--- src/oprm_pkg.sv ---
// ----------------------------------------------------------------------------
// oprm_pkg
// Shared codes and control types for the ordered pattern rule matcher.
// ----------------------------------------------------------------------------
package oprm_pkg;

    // Input word kinds.
    typedef enum logic [1:0] {
        KIND_PAYLOAD = 2'd0,
        KIND_PATTERN = 2'd1,
        KIND_DELETE  = 2'd2,
        KIND_NONE    = 2'd3
    } kind_t;

    // Result word kinds.
    typedef enum logic [1:0] {
        RK_MATCH  = 2'd0,
        RK_ADD    = 2'd1,
        RK_DELETE = 2'd2,
        RK_UNUSED = 2'd3
    } reply_kind_t;

    // Result status codes.
    typedef enum logic [1:0] {
        ST_OK        = 2'd0,
        ST_FULL      = 2'd1,
        ST_TOO_LONG  = 2'd2,
        ST_NOT_FOUND = 2'd3
    } status_t;

    // Rule actions.
    localparam logic [1:0] ACT_DROP = 2'd2;

    // Per-cycle control handed from the sequencer to one rule cell.
    typedef struct packed {
        logic valid;      // cell holds a live rule
        logic payload;    // a payload word is inspected this cycle
        logic clear_hit;  // buffer ends: drop the hit flag
        logic load;       // shift a pattern byte into this cell
        logic commit;     // rule completes: take id, action and length
        logic take_next;  // delete: copy the upper neighbor
    } cell_ctrl_t;

endpackage

--- src/oprm_cell.sv ---
// ----------------------------------------------------------------------------
// oprm_cell
// One rule slot: pattern bytes (newest byte at index 0), length, id, action
// and hit flag, compared against the shared byte window every payload word.
// ----------------------------------------------------------------------------
module oprm_cell #(
    parameter int MAX_PATTERN = 64,
    parameter int LW          = 7
) (
    input  logic                     aclk,
    input  oprm_pkg::cell_ctrl_t     ctrl,
    input  logic [7:0]               data_byte,
    input  logic [15:0]              new_id,
    input  logic [1:0]               new_action,
    input  logic [LW-1:0]            new_len,
    input  logic [MAX_PATTERN*8-1:0] window,
    input  logic [LW-1:0]            window_fill,
    input  logic [MAX_PATTERN*8-1:0] nb_pattern,
    input  logic [LW-1:0]            nb_len,
    input  logic [15:0]              nb_id,
    input  logic [1:0]               nb_action,
    input  logic                     nb_hit,
    output logic [MAX_PATTERN*8-1:0] pattern,
    output logic [LW-1:0]            len,
    output logic [15:0]              id,
    output logic [1:0]               action,
    output logic                     hit,
    output logic                     hit_upd
);
    import oprm_pkg::*;

    logic [MAX_PATTERN*8-1:0] pattern_reg, pattern_next;
    logic [LW-1:0]            len_reg, len_next;
    logic [15:0]              id_reg, id_next;
    logic [1:0]               action_reg, action_next;
    logic                     hit_reg, hit_next;
    logic [MAX_PATTERN-1:0]   byte_ok;
    logic                     match;

    // Byte k of the pattern, counted from its end, against the k-th newest byte.
    always_comb begin
        for (int k = 0; k < MAX_PATTERN; k++) begin
            byte_ok[k] = (LW'(k) >= len_reg) ||
                         (pattern_reg[k*8 +: 8] == window[k*8 +: 8]);
        end
    end

    assign match   = ctrl.valid && ctrl.payload && (len_reg != '0) &&
                     (len_reg <= window_fill) && (&byte_ok);
    assign hit_upd = ctrl.valid && (hit_reg || match);

    // Next state of the slot.
    always_comb begin
        pattern_next = pattern_reg;
        len_next     = len_reg;
        id_next      = id_reg;
        action_next  = action_reg;
        hit_next     = hit_reg;
        if (ctrl.take_next) begin
            pattern_next = nb_pattern;
            len_next     = nb_len;
            id_next      = nb_id;
            action_next  = nb_action;
            hit_next     = nb_hit;
        end else begin
            if (ctrl.load) begin
                pattern_next = {pattern_reg[MAX_PATTERN*8-9:0], data_byte};
            end
            if (ctrl.commit) begin
                len_next    = new_len;
                id_next     = new_id;
                action_next = new_action;
                hit_next    = 1'b0;
            end else if (ctrl.payload) begin
                hit_next = ctrl.clear_hit ? 1'b0 : (hit_reg || match);
            end
        end
    end

    always_ff @(posedge aclk) begin
        pattern_reg <= pattern_next;
        len_reg     <= len_next;
        id_reg      <= id_next;
        action_reg  <= action_next;
        hit_reg     <= hit_next;
    end

    assign pattern = pattern_reg;
    assign len     = len_reg;
    assign id      = id_reg;
    assign action  = action_reg;
    assign hit     = hit_reg;

endmodule

--- config.mk ---
export PLATFORM = sky130hd
export DESIGN_NAME = oprm_cell
export DESIGN_NICKNAME = d
export VERILOG_FILES = /design/src/oprm_pkg.sv /design/src/oprm_cell.sv
export SDC_FILE = /design/constraint.sdc
export NUM_CORES = 1
export LEC_CHECK = 0
export BUFFER_PORTS_ARGS = -buffer_cell sky130_fd_sc_hd__buf_2
export CAP_MARGIN = 10
export CORE_AREA = 5 5 634 636
export CTS_CLUSTER_DIAMETER = 120
export CTS_CLUSTER_SIZE = 10
export DETAILED_ROUTE_END_ITERATION = 10
export DIE_AREA = 0 0 639 641
export MAX_ROUTING_LAYER = met4
export SYNTH_ARGS = -nofsm -noshare
export SYNTH_HDL_FRONTEND = slang
export SYNTH_SLANG_ARGS = --single-unit
--- constraint.sdc ---
create_clock -name aclk -period 9.23 [get_ports aclk]
set_input_delay 0.923 -clock aclk [delete_from_list [all_inputs] [get_ports aclk]]
set_output_delay 0.923 -clock aclk [all_outputs]
set_load 0.03 [all_outputs]
Word level (Yosys, flattened, before mapping)
Cells that the tools add are included.

Bits in registers: 538. Input bits: 1097.

$lt $le $gt $ge: 65. Eq/ne operators: 64. Mux-type cells: 12. Reductions and logical operators: 75.

Operator list (count): $mux 512 (2); $eq 8x8->1 (64); $ge 6x7->1 const A (32); $ge 5x7->1 const A (16); $logic_or 1x1->1 (65); $reduce_and 64->1 (1); $ge 4x7->1 const A (8); $mux 16 (2); $ge 3x7->1 const A (4); $ge 1x7->1 const A (2); $ge 2x7->1 const A (2); $mux 7 (2); $le 7x7->1 (1); $reduce_bool 7->1 (1); $logic_and 1x1->1 (5); $mux 1 (4); $mux 2 (2); $reduce_bool 2->1 (2); $reduce_bool 3->1 (1).

Logic depth before layout (Yosys ltp)
Gate-level depths: netlist (run 1).

Depth after elaboration: 9. Mapped depth: 11.

Worst setup path before layout (run 1)
No wires, ideal clock.

Kind: input -> register. Start point: input port ctrl[0] (netlist bit). End point: register pattern_reg[0], in the netlist pattern[0], enable pin. Setup time: 667 ps. Arrival: 7957 ps. Data required time: 8563 ps. Path slack: 606 ps. Stages: 4. Path buffers: 3. Cells stage by stage: clkbuf_1 > clkbuf_1 > clkbuf_1 > or2_2.

Longest elaborated chain between the ends: 1.

Ends and longest elaborated chain: start: declaration (line oprm_cell.sv:11) `input oprm_pkg::cell_ctrl_t ctrl,`; $reduce_bool 2->1 (no line); end signal: assignment (line oprm_cell.sv:81) `pattern_reg <= pattern_next;`; end: declaration (line oprm_cell.sv:32) `logic [MAX_PATTERN*8-1:0] pattern_reg, pattern_next;`.

No other way between the ends. A chain may end at the register's enable or synchronous reset.

Worst setup path in the final report (run 1)
Start point: register len_reg[3], in the netlist len[3]. End point: output port hit_upd.

Longest elaborated chain between the ends: 6. Elaborated cells between the ends (all ways): 136. Classes of those cells: order compare: 65; reduce/logical: 71.

Ends and longest elaborated chain: start: declaration (line oprm_cell.sv:33) `logic [LW-1:0] len_reg, len_next;`; start signal: assignment (line oprm_cell.sv:82) `len_reg <= len_next;`; $ge 1x7->1, or another cell as far along (line oprm_cell.sv:43) `byte_ok[k] = (LW'(k) >= len_reg) ||`; $logic_or 1x1->1 or $logic_and 1x1->1 (tied branches) (line oprm_cell.sv:43, oprm_cell.sv:48); $reduce_and 64->1 or $logic_and 1x1->1 (tied branches) (line oprm_cell.sv:49, oprm_cell.sv:48); $logic_and 1x1->1 * (line oprm_cell.sv:49) `(len_reg <= window_fill) && (&byte_ok);`; $logic_or 1x1->1 * (line oprm_cell.sv:50) `assign hit_upd = ctrl.valid && (hit_reg || match);`; $logic_and 1x1->1 * (line oprm_cell.sv:50); end: declaration (line oprm_cell.sv:28) `output logic hit_upd`.

Every way passes the cells marked *; elsewhere a longest branch is shown, timed or not.

==> flow_summary.toml, run 1 <==
[status]
status = "complete, no violations"

[worst_setup_path]
r2r_slack_ps = 4490
r2r-start = "len[3]"
critical_path_class = "reg2out"
crit_arrival_ps = 6120
r2r_cells = 8
crit_path_max_fanout = 28
required_ps = 8310
crit_start = "len[3]"
critPathCaptureType = "output port"
start_kind = "flip-flop"

[clock_network]
cts_sinks = 538
cts_root_buf = "clkbuf_16"
post_cts_buffers = 0
clk_pin_slew_ps = 70
cts_max_level = 3
clock_latency_ps = 810
cts_buffers = 76
clock_path_buffers = 4
holdBufCountCts = 0
cts_resized = 0
cts_tree = "done"

[grt]
grtUsageTotal = 0.179
grt_pass1_vias = 27000
grt-ovfl-total = 0
grt_first_pass_wirelength_um = 428000
grt_antenna_before_repair = 383
grt_max_degree = 165

[worst_hold_path]
hold_path_class = "in2reg"
hold_start = "nb_pattern[87]"
min_path_cells = 2

[logic_synthesis]
syn-cell-area_um2 = 29100
ys_seq_area_frac = 0.555
synth_cells = 2011
syn_area_per_cell_um2 = 14.5
yosysWarningCount = 0
synth_seq_cells = 538
synth_edf_count = 538
async_flop_share = 0
synthFlopType = "edfxtp_1"
synth_cell_types = 51
synth_fp_nets = 3115

[final_layout]
drive_gt1_frac = 0.639
layout.nets = 4839
instances_no_fill = 9263
final_cell_area_um2 = 47300
largest_register_ffs = 512
final_util = 0.120
area_delta_synth_final_pct = 62.6

[timing]
fmax_mhz = 142
min_period_ps = 7040
fin_tns_setup_ps = 0
finClkSkew_ps = 55.5
worst_pin_slew_ps = 1280
max-slew-margin-rel = 0.148
setup_viol = 0
hold_violations = 0
slew_violations = 0
grt_setup_unrepaired = "false"
post-route-period-util = 0.763
timing.final.ws_setup_ps = 2190

[placed_design]
place_inst = 8898
routabilityCongestion = 0.929
placed_area_um2 = 44500
io_buffers = 1635
dpl.hpwl_um = 340000
dp_slack_ps = 2550

[power]
powerDensity_nw_per_um2 = 190
irDropWorstVdd_mv = 0.140
power.leakage_nw = 17.8

[drt]
post_drt_via_cell_ratio = 3.10
avgRoutedWirePerCell_um = 40.4
drt_iter0_drc = 3515
routed_wl_um = 375000
drc = 0
vias = 28800
antenna_left = 0
firstDrtPassIters = 6

[die]
start_util = 0.0737
die_w_um = 639
core_um2 = 395000
placementRows = 231
die_area_um2 = 410000
fp.dieH_um = 641
pin_count = 1636

[job]
maxCapViolCount = 0
-- layout make-up --
type,instances,area (um^2)
antenna,264,661
clock buffer,79,1910
clock inverter,21,206
fill,45100,348000
inverter,10,37.5
multi-input combinational,1387,12900
sequential,538,16200
tap,5242,6560
timing repair buffer,1722,8900
-- layer usage --
| layer | vias up | GRT usage | wire length (um) |
|---|---|---|---|
| li1 | 11400 | - | - |
| met4 | 0 | 0.0634 | 15400 |
| met5 | - | - | 0 |
| met1 | 14400 | 0.190 | 137000 |
| met2 | 2387 | 0.292 | 179000 |
| met3 | 536 | 0.0817 | 43800 |
-- critical path, cell delays in order, from the launching register on --
cell	delay, ps
edfxtp_1	800
or2_1	410
a21oi_2	710
a22oi_1	630
nor4_1	610
nand4b_1	160
nor4_1	430
a41oi_1	420
nor2b_1	730
buf_2	340
-- power by group --
part | switching (mW) | internal, mW | leakage (nW)
logic | 1.55 | 0.794 | 11.3
clock network | 1.26 | 1.51 | 1.03
registers | 0.830 | 3.04 | 5.49
total | 3.64 | 5.34 | 17.8
-- worst paths after layout --
path | end
setup / recovery | hit_upd
hold / removal | pattern[87]
setup reg to reg | hit
hold reg to reg | pattern[419]
-- cell usage in the layout (no fill, tap or decap), types with 28 or more instances in the layout --
cell and instances:
xnor2_1 192, buf_2 1635, edfxtp_1 538, xor2_1 320, clkbuf_16 76, buf_4 79, diode_2 264, a21oi_1 28
mux2_2 537, nor4_1 50, nand4_1 57, nor4_2 33
-- Yosys cell counts, types with 10 or more instances --
cell type | instances | share of area
xor2_1 | 320 | 0.096
nand2_1 | 25 | 0.0032
inv_1 | 10 | 0.0013
mux2_2 | 537 | 0.21
nor2_1 | 26 | 0.0034
edfxtp_1 | 538 | 0.56
clkbuf_1 | 64 | 0.0083
xnor2_1 | 192 | 0.058
nor4_1 | 87 | 0.019
a21oi_1 | 30 | 0.0052
o21ai_0 | 12 | 0.0021
nand4_1 | 57 | 0.012
-- cells by family after synthesis --
family / count (synthesis) / synth area share
AOI/OAI and AO/OA: 104 / 0.0238
xor gates and xnor gates: 512 / 0.154
adders and majority gates: 7 / 0.00301
buffers and inverters: 86 / 0.0120
DFF: 538 / 0.555
muxes: 537 / 0.208
and+or+nand+nor: 227 / 0.0441
-- through the flow --
step / power, mW / hold slack (ps)
2_1_floorplan: 4.45 / 837
3_3_place_gp: 6.34 / 614
3_5_place_dp: 6.35 / 613
4_1_cts: 9.21 / 304
5_1_grt: 9.32 / 346
6_report: 8.99 / 410
No activity file was read; power rests on OpenSTA's default activity.
==> run 2, diff against run 1 <==
--- a/config.mk
+++ b/config.mk
@@ -5,13 +5,14 @@
 export SDC_FILE = /design/constraint.sdc
 export NUM_CORES = 1
 export LEC_CHECK = 0
+export ABC_AREA = 1
 export BUFFER_PORTS_ARGS = -buffer_cell sky130_fd_sc_hd__buf_2
 export CAP_MARGIN = 10
-export CORE_AREA = 5 5 634 636
+export CORE_AREA = 5 5 635 637
 export CTS_CLUSTER_DIAMETER = 120
 export CTS_CLUSTER_SIZE = 10
 export DETAILED_ROUTE_END_ITERATION = 10
-export DIE_AREA = 0 0 639 641
+export DIE_AREA = 0 0 640 642
 export MAX_ROUTING_LAYER = met4
 export SYNTH_ARGS = -nofsm -noshare
 export SYNTH_HDL_FRONTEND = slang
==> constraint.sdc (replaced) <==
create_clock -name aclk -period 6.9 [get_ports aclk]
set_input_delay 0.69 -clock aclk [delete_from_list [all_inputs] [get_ports aclk]]
set_output_delay 0.69 -clock aclk [all_outputs]
set_load 0.03 [all_outputs]
==> run 2 against run 1 <==
Compared with the run above: sequential share of layout area fell by 0.73 points; clock power increased by 52%; global-route usage decreased by 0.38 points; sequential power grew 26%; flip-flop and latch count is the same; combinational power increased by 33%; critical path depth increased by 5; largest cell class unchanged.
==> flow_summary.toml, run 2 <==
[clock_network]
cts_tree = "done"
clock_latency_ps = 830
cts_sinks = 538
cts_root_buf = "clkbuf_16"
clock_path_buffers = 4
post_cts_buffers = 0
clk_pin_slew_ps = 70
cts_max_level = 3
cts_resized = 0
cts_buffers = 82

[drt]
routed_wl_um = 366000
drt_iter0_drc = 3608
avgRoutedWirePerCell_um = 33.8
vias = 34300
antenna_left = 0
firstDrtPassIters = 5
drc = 0
post_drt_via_cell_ratio = 3.17

[final_layout]
layout.nets = 6304
seq_area_um2 = 16200
fillers = 46000
final_common_cell = "nand2_1"
layout_common_cells = "nand2_1 (1967), buf_2 (1634), edfxtp_1 (538)"
multi_input_area_um2 = 13100
largest_register_ffs = 512
drive_gt1_frac = 0.351
final_cell_area_um2 = 48300
area_delta_synth_final_pct = 60.1

[timing]
fin_tns_setup_ps = 0
fmax_mhz = 161
hold_ws_ps = 116
grt_setup_unrepaired = "false"
finClkSkew_ps = 82.0
post-route-period-util = 0.900
hold_violations = 0
max-slew-margin-rel = 0.308
slew_violations = 0
min_period_ps = 6210
setup_viol = 0
worst_pin_slew_ps = 1040

[logic_synthesis]
netlist.area_leader.share = 0.535
synth_edf_count = 538
syn_area_per_cell_um2 = 8.52
yosysMostFrequentCell = "nand2_1"
yosys-top-cells-area = "edfxtp_1 (54%), nand2_1 (24%), xnor2_1 (13%)"
async_flop_share = 0
synthFlopType = "edfxtp_1"
synth_cells = 3546
synth_seq_cells = 538
synth_cell_types = 33
synth_fp_nets = 4650
ys_top_cells_by_count = "nand2_1 (1968), edfxtp_1 (538), xnor2_1 (446)"
synth_top_area_cell = "edfxtp_1"
yosysWarningCount = 0
syn-cell-area_um2 = 30200
ys_seq_area_frac = 0.535

[worst_setup_path]
crit_start = "len[6]"
cpMaxStageDelayCell = "nor2_1"
crit_arrival_ps = 5520
crit_path_max_fanout = 11
critPathCaptureType = "output port"
r2r_slack_ps = 2250
start_kind = "flip-flop"
r2r-start = "len[6]"
crit_chain = "inv_2, nand2_2, nor2_1, o21ai_0, nand2_1, nand2_1, nor2_1, nand2_1, nor2_1, nand2_1, nor2_1, nand2_1, a21boi_1, buf_2"
required_ps = 6210
crit_top_cell = "nand2_1"
slowest_delay_ps = 830
critical_path_class = "reg2out"

[worst_hold_path]
hold_start = "nb_pattern[102]"
hold_path_class = "in2reg"

[die]
fp.dieH_um = 642
pin_count = 1636
die_w_um = 640
core_um2 = 397000
die_area_um2 = 411000
placementRows = 232
start_util = 0.0760

[placed_design]
dpl.hpwl_um = 323000
routabilityCongestion = 0.999
placed_area_um2 = 45000
io_buffers = 1635

[grt]
grtUsageTotal = 0.175
grt_pass1_vias = 31900
grt-ovfl-total = 0
grt_first_pass_wirelength_um = 433000
grt_max_degree = 138
grt_antenna_before_repair = 377

[status]
status = "complete, no violations"

[power]
irDropWorstVdd_mv = 0.164
powerDensity_nw_per_um2 = 253
power.leakage_nw = 21.1

[job]
maxCapViolCount = 0
-- run 2: cell count changes in the layout (fill, tap and decap cells not counted), moves of 49 or more --
cell	change
inv_1	+98
nor2_1	+102
o21ai_0	+61
mux2_2	-537
xnor2_1	+254
diode_2	+68
nand2_1	+1942
nor4_1	-49
xor2_1	-306
-- run 2: repair_timing --
item | in CTS | in global routing
endpoints found under the setup margin | 0 | 0
endpoints found under the hold margin | 12 | 0
hold buffers | 12 | 0
-- run 2: final cells by class --
type / count / share of cell area
repair buffers: 1692 / 0.181
multi-input cells: 2769 / 0.272
clock buffers: 84 / 0.0426
well taps: 5265 / 0.136
diodes: 332 / 0.0172
inverters: 117 / 0.00924
flip-flops and latches: 538 / 0.334
clock inverters: 31 / 0.00787
-- run 2: power breakdown --
group          total [mW]  internal, mW  switching [mW]  leakage (nW)
logic                3.12         0.946            2.18          14.3
registers            4.87          4.04           0.831          5.62
clock network        4.22          2.35            1.88          1.18
-- run 2: kinds of logic after synthesis --
family / synth area share
AND/OR/NAND/NOR: 0.279
flip-flops: 0.535
AO/OA/AOI/OAI: 0.0200
adder cells (fa/ha/maj): 0.00290
buffers and inverters: 0.0300
XOR/XNOR: 0.133
-- run 2: metrics by stage --
step / worst slack, ps / instances / total power, mW / utilization
5_1_grt: 104 / 10800 / 12.7 / 0.121
2_1_floorplan: 1520 / 3546 / 5.96 / -
4_1_cts: 206 / 10500 / 12.6 / 0.120
6_report: 693 / 10800 / 12.2 / 0.122
3_5_place_dp: 1170 / 10400 / 8.18 / 0.113
3_3_place_gp: 1060 / 10400 / 8.19 / 0.113
-- run 2: final timing paths --
path | cells after the start | to
min | 3 | pattern[102]
min reg2reg | 2 | pattern[160]
max | 14 | hit_upd
max reg2reg | 15 | hit
-- run 2: worst max-delay path, delay by kind of cell (launching register included) --
kind | cells | cell delay (ps)
AND/OR/NAND/NOR | 10 | 2890
AO/OA/AOI/OAI | 2 | 630
flip-flops | 1 | 680
buffers and inverters | 2 | 420
-- run 2: layer usage --
metal  up-vias  GRT usage  part of all wire
li1      15000          -                 -
met1     16500      0.193              0.38
met2      2288      0.292              0.49
met3       581     0.0633              0.10
met4         0     0.0563             0.038
met5         -          -                 0
